$ cat config.mk
export PLATFORM = sky130hd
export DESIGN_NAME = sfmr_front
export DESIGN_NICKNAME = d
export VERILOG_FILES = /design/src/hdl/sfmr_pkg.sv /design/src/hdl/sfmr_front.sv
export SDC_FILE = /design/constraint.sdc
export NUM_CORES = 1
export LEC_CHECK = 0
export BUFFER_PORTS_ARGS = -buffer_cell sky130_fd_sc_hd__buf_4
export CAP_MARGIN = 20
export CORE_ASPECT_RATIO = 0.7
export CORE_MARGIN = 2
export CORE_UTILIZATION = 35
export DETAILED_ROUTE_END_ITERATION = 10
export PLACE_DENSITY = 0.59
export SLEW_MARGIN = 30
export SYNTH_ARGS = -nofsm -noshare
export SYNTH_HDL_FRONTEND = slang
export SYNTH_SLANG_ARGS = --single-unit
$ cat constraint.sdc
create_clock -name clock -period 4.23 [get_ports clock]
set_input_delay 0.423 -clock clock [delete_from_list [all_inputs] [get_ports clock]]
set_output_delay 0.423 -clock clock [all_outputs]
set_load 0.02 [all_outputs]
$ cat src/hdl/sfmr_pkg.sv
// Package: shared types, constants and the float compare for the strided min reduction.
package sfmr_pkg;

   localparam int unsigned DefMaxColumns = 256;
   localparam int unsigned SampleWidth   = 32;
   localparam int unsigned ColumnWidth   = 8;
   localparam int unsigned LenWidth      = 9;
   localparam int unsigned PassWidth     = 17;
   localparam int unsigned CsrIdxWidth   = 1;
   localparam int unsigned CsrDataWidth  = 17;
   localparam logic [CsrIdxWidth-1:0] CsrOutLength = 1'd0;
   localparam logic [CsrIdxWidth-1:0] CsrPassCount = 1'd1;
   localparam logic [PassWidth-1:0]   MaxPasses    = 17'd65536;

   typedef struct packed {
      logic [SampleWidth-1:0] sample;
      logic                   first_pass;
      logic                   emit;
      logic                   group_end;
      logic [11:0]            col;
   } job_type;

   function automatic logic is_nan(input logic [31:0] v);
      return v[30:0] > 31'h7F800000;
   endfunction

   function automatic logic [31:0] order_key(input logic [31:0] v);
      return v[31] ? ~v : (v | 32'h80000000);
   endfunction

   function automatic logic ordered_less(input logic [31:0] a, input logic [31:0] b);
      if (is_nan(a) || is_nan(b)) return 1'b0;
      if (a[30:0] == 31'd0 && b[30:0] == 31'd0) return 1'b0;
      return order_key(a) < order_key(b);
   endfunction

endpackage

$ cat src/hdl/sfmr_front.sv
// Front end: configuration, column and pass counting, job queue.
module sfmr_front #(
   parameter int unsigned MAX_COLUMNS = sfmr_pkg::DefMaxColumns,
   localparam int unsigned CW = (MAX_COLUMNS > 1) ? $clog2(MAX_COLUMNS) : 1
) (
   input  logic                                clock,
   input  logic                                reset,
   input  logic                                csr_we,
   input  logic [sfmr_pkg::CsrIdxWidth-1:0]    csr_index,
   input  logic [sfmr_pkg::CsrDataWidth-1:0]   csr_wdata,
   input  logic                                req_tvalid,
   output logic                                req_tready,
   input  logic [31:0]                         req_tdata,
   output logic                                job_valid,
   input  logic                                job_ready,
   output sfmr_pkg::job_type                   job
);
   localparam logic [sfmr_pkg::LenWidth-1:0] MaxLen =
      (MAX_COLUMNS > 511) ? {sfmr_pkg::LenWidth{1'b1}} : sfmr_pkg::LenWidth'(MAX_COLUMNS);

   logic [sfmr_pkg::LenWidth-1:0]  len_ff, len_in;
   logic [sfmr_pkg::PassWidth-1:0] pc_ff, pc_in;
   logic [CW-1:0]                  col_ff, col_in;
   logic [15:0]                    pass_ff, pass_in;
   sfmr_pkg::job_type              q_ff [2];
   logic [1:0]                     cnt_ff, cnt_in;
   logic                           rd_ff, rd_in, wr_ff, wr_in;
   logic [sfmr_pkg::LenWidth-1:0]  cols;
   logic [sfmr_pkg::PassWidth-1:0] passes;
   logic                           acc, pop, last_col, last_pass;
   sfmr_pkg::job_type              nj;

   always_comb begin
      cols   = (len_ff == '0) ? sfmr_pkg::LenWidth'(1) : (len_ff > MaxLen ? MaxLen : len_ff);
      passes = (pc_ff == '0) ? sfmr_pkg::PassWidth'(1) : pc_ff;
      if (passes > sfmr_pkg::MaxPasses) passes = sfmr_pkg::MaxPasses;
   end

   assign req_tready = (cnt_ff != 2'd2);
   assign acc        = req_tvalid && req_tready;
   assign pop        = job_valid && job_ready;
   assign job_valid  = (cnt_ff != 2'd0);
   assign job        = q_ff[rd_ff];
   assign last_col   = (sfmr_pkg::LenWidth'(col_ff) + 1'b1 >= cols);
   assign last_pass  = (sfmr_pkg::PassWidth'(pass_ff) + 1'b1 >= passes);

   always_comb begin
      nj.sample     = req_tdata;
      nj.first_pass = (pass_ff == '0);
      nj.emit       = last_pass;
      nj.group_end  = last_col;
      nj.col        = 12'(col_ff);
      len_in  = len_ff;
      pc_in   = pc_ff;
      col_in  = col_ff;
      pass_in = pass_ff;
      if (acc) begin
         if (last_col) begin
            col_in  = '0;
            pass_in = last_pass ? 16'd0 : pass_ff + 16'd1;
         end else begin
            col_in = col_ff + 1'b1;
         end
      end
      if (csr_we) begin
         unique case (csr_index)
            sfmr_pkg::CsrOutLength: len_in = csr_wdata[sfmr_pkg::LenWidth-1:0];
            sfmr_pkg::CsrPassCount: pc_in  = csr_wdata;
            default: ;
         endcase
         col_in  = '0;
         pass_in = '0;
      end
      wr_in  = acc ? ~wr_ff : wr_ff;
      rd_in  = pop ? ~rd_ff : rd_ff;
      cnt_in = cnt_ff + {1'b0, acc} - {1'b0, pop};
   end

   always_ff @(posedge clock) begin
      if (reset) begin
         len_ff  <= sfmr_pkg::LenWidth'(1);
         pc_ff   <= sfmr_pkg::PassWidth'(1);
         col_ff  <= '0;
         pass_ff <= '0;
         cnt_ff  <= '0;
         rd_ff   <= 1'b0;
         wr_ff   <= 1'b0;
      end else begin
         len_ff  <= len_in;
         pc_ff   <= pc_in;
         col_ff  <= col_in;
         pass_ff <= pass_in;
         cnt_ff  <= cnt_in;
         rd_ff   <= rd_in;
         wr_ff   <= wr_in;
      end
      if (acc) q_ff[wr_ff] <= nj;
   end
endmodule

# ---- After elaboration in Yosys (flattened, before gate mapping)
# Memory sizes are Yosys's and may differ from the RTL's. A register that Yosys moved wholly into a read port is not among the register bits.
# Cells that the tools add are included.
dict set report totals {
  memories 1
  register_bits 54
  output_inout_bits 49
  wordCells 42
  ramBits 86
  in_bits 55
}
# name depth width read_ports rd_ports_with_merged_regs wr line_no
set memory_table {}
lappend memory_table {q_ff 2 43 1 1 1 sfmr_front.sv:25} ;# sfmr_pkg::job_type q_ff [2];
dict set report classes {
  n_bitwise 3
  reduce_logical 10
  add_sub_neg 6
  order_cmp 4
  eq_ne 1
  n_mux 10
}
# operator n
set op_table {}
lappend op_table {{two-way mux 17 bit} 2}
lappend op_table {{two-way mux 9 bit} 2}
lappend op_table {{adder 16 x 1 -> 17 bit (second input constant)} 1}
lappend op_table {{greater-or-equal comparator 17 bit} 1}
lappend op_table {{greater-than comparator 17 bit (second input constant)} 1}
lappend op_table {{zero test 17 bit} 1}
lappend op_table {{adder 16 x 1 -> 16 bit (second input constant)} 1}
lappend op_table {{zero test 16 bit} 1}
lappend op_table {{two-way mux 16 bit} 1}
lappend op_table {{adder 8 x 1 -> 9 bit (second input constant)} 1}
lappend op_table {{greater-or-equal comparator 9 bit} 1}
lappend op_table {{greater-than comparator 9 bit (second input constant)} 1}
lappend op_table {{zero test 9 bit} 1}
lappend op_table {{adder 8 x 1 -> 8 bit (second input constant)} 1}
lappend op_table {{two-way mux 8 bit} 1}
lappend op_table {{AND reduction 2 bit} 3}
lappend op_table {{two-way mux 1 bit} 4}
lappend op_table {{NOT 1 bit} 3}
lappend op_table {{adder 2 x 1 -> 2 bit} 1}
lappend op_table {{logical AND 1 bit} 2}
lappend op_table {{inequality test 2 bit (second input constant)} 1}
lappend op_table {{nonzero test 2 bit} 1}
lappend op_table {{OR reduction 2 bit} 1}
lappend op_table {{subtractor 2 x 1 -> 2 bit} 1}

# ---- Longest topological paths before layout
dict set report depth {
  word_depth 6
  mapped_depth 15
  depth_no_buf 12
}

# ---- Worst setup path after synthesis
# Ideal clock, no wire load.
dict set report synth_path {
  kind {register -> register}
  startpoint {register cnt_ff[0]}
  endpoint {memory q_ff[0][0] (netlist name), enable pin}
  synth_period_minus_slack_ps 3498
  n_path_buf 1
  arrival_ps 3054
  stages_incl_launch_ff 6
  required_time_ps 3786
  setup_slack_ps 732
  setup_time_ps 444
  path_cell_list {dfxtp_1 -> nand2b_1 -> and2_1 -> clkbuf_1 -> clkinv_1 -> nor2_1}
}
dict set report synth_between {
  elab_chain_len 4
}
# element line_no
set synth_lines {}
lappend synth_lines {{start, declared} sfmr_front.sv:26} ;# logic [1:0] cnt_ff, cnt_in;
lappend synth_lines {{start signal, assigned} sfmr_front.sv:93} ;# cnt_ff <= cnt_in;
lappend synth_lines {{inequality test 2 bit} sfmr_front.sv:39} ;# assign req_tready = (cnt_ff != 2'd2);
lappend synth_lines {{named net req_tready} sfmr_front.sv:12} ;# output logic req_tready,
lappend synth_lines {{logical AND 1 bit} sfmr_front.sv:40} ;# assign acc = req_tvalid && req_tready;
lappend synth_lines {{two-way mux 1 bit} sfmr_front.sv:97} ;# if (acc) q_ff[wr_ff] <= nj;
lappend synth_lines {{two-way mux 1 bit (not written as such)} sfmr_front.sv:97}
lappend synth_lines {{end, declared} sfmr_front.sv:25}
# The timed path passes the listed nets, and every way through them passes these cells.

# ---- Worst setup path after layout
dict set report layout_path {
  startpoint {register pass_ff[0]}
  endpoint {register pass_ff[8]}
}
dict set report layout_between {
  elab_chain_len 3
  elab_cells_between_ends 4
  classes_between {add/sub (2); order compare (1); mux (1)}
}
# element line_no
set layout_lines {}
lappend layout_lines {{start, declared} sfmr_front.sv:24} ;# logic [15:0] pass_ff, pass_in;
lappend layout_lines {{start signal, assigned} sfmr_front.sv:92} ;# pass_ff <= pass_in;
lappend layout_lines {{adder 16 x 1 -> 17 bit} sfmr_front.sv:45} ;# assign last_pass = (sfmr_pkg::PassWidth'(pass_ff) + 1'b1 >= passes);
lappend layout_lines {{greater-or-equal comparator 17 bit} sfmr_front.sv:45}
lappend layout_lines {{two-way mux 16 bit (*)} sfmr_front.sv:60} ;# pass_in = last_pass ? 16'd0 : pass_ff + 16'd1;
# Mark *: on every way between the ends. The rest lies on a longest branch, timed or not.
# A chain may end at the register's enable or synchronous reset.

==> impl_metrics.csv <==
group,metric,value,unit
worst_setup_path,cp.required,4.56,ns
floorplan,io-pin-count,104,
outcome,status,"complete, no violations",
worst_setup_path,crit_family,"simple AND/OR/NAND/NOR gates",
synth,synth-seq-cells,141,
routing,first_iter_violations,503,
power,swShare,0.282,
placed_design,gp_congestion,0.853,
cells_and_area,layout.cells.most_common,"nand2_1",
synth,synthesis.area,6470,sq um
cells_and_area,stdcell_count,915,
placed_design,place_area,7430,sq um
cells_and_area,antennaDiodeCount,0,
synth,synth_edf_count,86,
sta,worstMarginPinSlew,0.863,ns
power,powerDensity,522,nW/um^2
synth,ys_warn_count,0,
clock_tree,clk_latency,0.41,ns
routing,vias,4580,
synth,synthTopCellsByArea,"edfxtp_1 (40%), dfxtp_1 (17%), mux2_2 (7.5%)",
routing,ant_nets,0,
clock_tree,tritoncts,"yes",
routing,drc,0,
global_routing,antenna_found_initial,0,
worst_setup_path,reg2reg_depth,13,
clock_tree,hold_buffers,0,
worst_hold_path,hold_class,"input port to register",
cells_and_area,final_nets,752,
power,switching_power,1.18,mW
routing,routed_wl,14.6,mm
floorplan,die_w,167,um
clock_tree,post-cts-setup-buffers,0,
cells_and_area,fillerInstances,1688,
cells_and_area,syn_to_final_growth,24.5,%
power,combPwrFrac,0.227,
sta,max-slew-margin-rel,0.422,
global_routing,grt_overflow,0,
power,p_leak,3.09,nW
worst_setup_path,cpPeakStageDelay,0.45,ns
sta,finalSetupTns,0,ns
sta,hold_slack,0.196,ns
placed_design,placedCellCount,883,
power,vdd_ir_drop_max,395,uV
worst_setup_path,cp-end-kind,"register",
placed_design,place_ws,0.605,ns
sta,finalMaxSlewViolations,0,
cells_and_area,drive_gt1_frac,0.278,
synth,netlist.area_leader.share,0.399,
worst_setup_path,critPathLaunchType,"register",
sta,final.period_utilization,0.872,
power,internal_power,3.02,mW
worst_setup_path,crit_chain,"ha_1, and3_1, nand3_1, or2_2, nand2_1, ha_1, nand4_1, nor3_1, a2111o_1, a2111oi_4, buf_4, nand4_4, o211ai_1",
routing,wire_per_inst,16.0,um
cells_and_area,design_area,8060,sq um
cells_and_area,final_core_util,0.446,
clock_tree,ctsRootBufferMaster,"clkbuf_16",
routing,via_per_inst,5.01,
clock_tree,path_clk_slew,0.06,ns
global_routing,grt_max_degree,44,
worst_setup_path,crit_slowest_cell,"dfxtp_1",
floorplan,std_cell_rows,41,
global_routing,grt_pass1_vias,4574,
sta,clock-skew-final,0.00848,ns
worst_setup_path,arrival,4.02,ns
worst_hold_path,holdPathStages,1,
sta,fin_crit,3.69,ns
worst_setup_path,crit_top_cell,"ha_1",
placed_design,hpwl,10.2,mm
synth,async_flop_share,0,
worst_setup_path,path_depth,13,
power,p_total,4.21,mW
cells_and_area,multiInputGateArea,2620,sq um
flow_run,drv_cap,0,
synth,ys.flop_type,"edfxtp_1",
sta,max_freq,271,MHz
sta,rsz0062_at_grt,"no",
clock_tree,cts_buffers,17,
sta,hold_viol,0,
sta,fin_ws,0.543,ns
clock_tree,clk_path_buf_depth,2,
synth,ys_types,45,
worst_setup_path,cp_max_fo,19,
clock_tree,cts_sinks,141,
power,clkPwrFrac,0.361,
power,power_frac_seq,0.412,
clock_tree,htreeDepth,4,
floorplan,start_util,0.358,
synth,avgSynthCellArea,11.4,sq um
routing,firstDrtPassIters,5,
worst_setup_path,path_class,"register to register",
floorplan,dieArea,19600,sq um
cells_and_area,final_cell_mix,"nand2_1 (105), buf_4 (104), edfxtp_1 (86)",
worst_setup_path,cp_num_buf_inv,1,
synth,yosysTopAreaCell,"edfxtp_1",
floorplan,die_h,118,um
placed_design,portBuffers,99,
cells_and_area,layout.area.seq,3690,sq um
synth,syn-instance-count,570,
global_routing,grt_pass1_wl,23.5,mm
floorplan,core,18100,sq um
global_routing,grtUsageTotal,0.151,
synth,yosysSeqAreaShare,0.569,
clock_tree,ctsResizeCount,0,
sta,finalSetupViolCount,0,
-- cell families after synthesis --
group	count (synthesis)	share of synthesized area
AND/OR/NAND/NOR	209	0.160
flip-flops	141	0.569
AO/OA/AOI/OAI	78	0.0735
multiplexers	44	0.0764
buffers and inverters	43	0.0298
adder cells (fa/ha/maj)	31	0.0599
XOR/XNOR	23	0.0311
other	1	0.000579
-- sequential cells by signal, indices dropped and copies added (netlist names), named ones only --
register  cells
len_ff        9
rd_ff         1
pass_ff      16
q_ff         86
pc_ff        17
cnt_ff        2
wr_ff         1
col_ff        8
-- cell type report --
cell class | count | area share
inverters | 13 | 0.00605
multi-input cells | 389 | 0.325
repair buffers | 104 | 0.0969
clock buffers | 27 | 0.0731
flip-flops and latches | 141 | 0.458
clock inverters | 5 | 0.00466
well taps | 236 | 0.0366
-- metal layers --
layer / GRT usage / vias to the layer above / wire length (um)
li1: - / 2252 / -
met1: 0.212 / 2182 / 7230
met2: 0.232 / 133 / 6480
met3: 0.0360 / 13 / 739
met4: 0.0442 / 0 / 153
met5: 0 / - / 0
-- power groups by stage --
| stage | logic [mW] | clock network (mW) | registers (mW) |
|---|---|---|---|
| 5_1_grt | 1.03 | 1.60 | 1.76 |
| 2_1_floorplan | 0.650 | 0 | 1.70 |
| 6_report | 0.955 | 1.52 | 1.73 |
| 4_1_cts | 0.968 | 1.55 | 1.74 |
| 3_3_place_gp | 0.954 | 0 | 1.76 |
| 3_5_place_dp | 0.963 | 0 | 1.77 |
-- Yosys cell counts (2+ instances only) --
library cell / instances
nand2b_1: 8
a211o_1: 2
nand2_1: 105
xnor2_1: 11
inv_1: 11
or2_2: 4
o21ai_0: 9
dfxtp_1: 55
a211oi_1: 3
a31oi_1: 2
nand3b_1: 5
nor4_1: 6
clkbuf_1: 21
ha_1: 31
a21oi_2: 2
nor2b_1: 3
and2_1: 6
clkinv_1: 2
buf_4: 6
nand4_1: 20
a21oi_1: 45
nand4b_1: 4
nor3_1: 6
and4_1: 3
and3_1: 12
nor2_1: 14
xor2_1: 12
mux2_2: 43
edfxtp_1: 86
nand3_1: 9
o211ai_1: 10
-- path summary, 6_finish.rpt --
check | from | endpoint | slack (ns)
setup / recovery | pass_ff[0] | pass_ff[8] | 0.54
hold / removal | req_tdata[21] | q_ff[1][32] | 0.20
setup reg to reg | pass_ff[0] | pass_ff[8] | 0.54
hold reg to reg | pc_ff[3] | pc_ff[3] | 0.47
No activity file was read; power rests on OpenSTA's default activity.
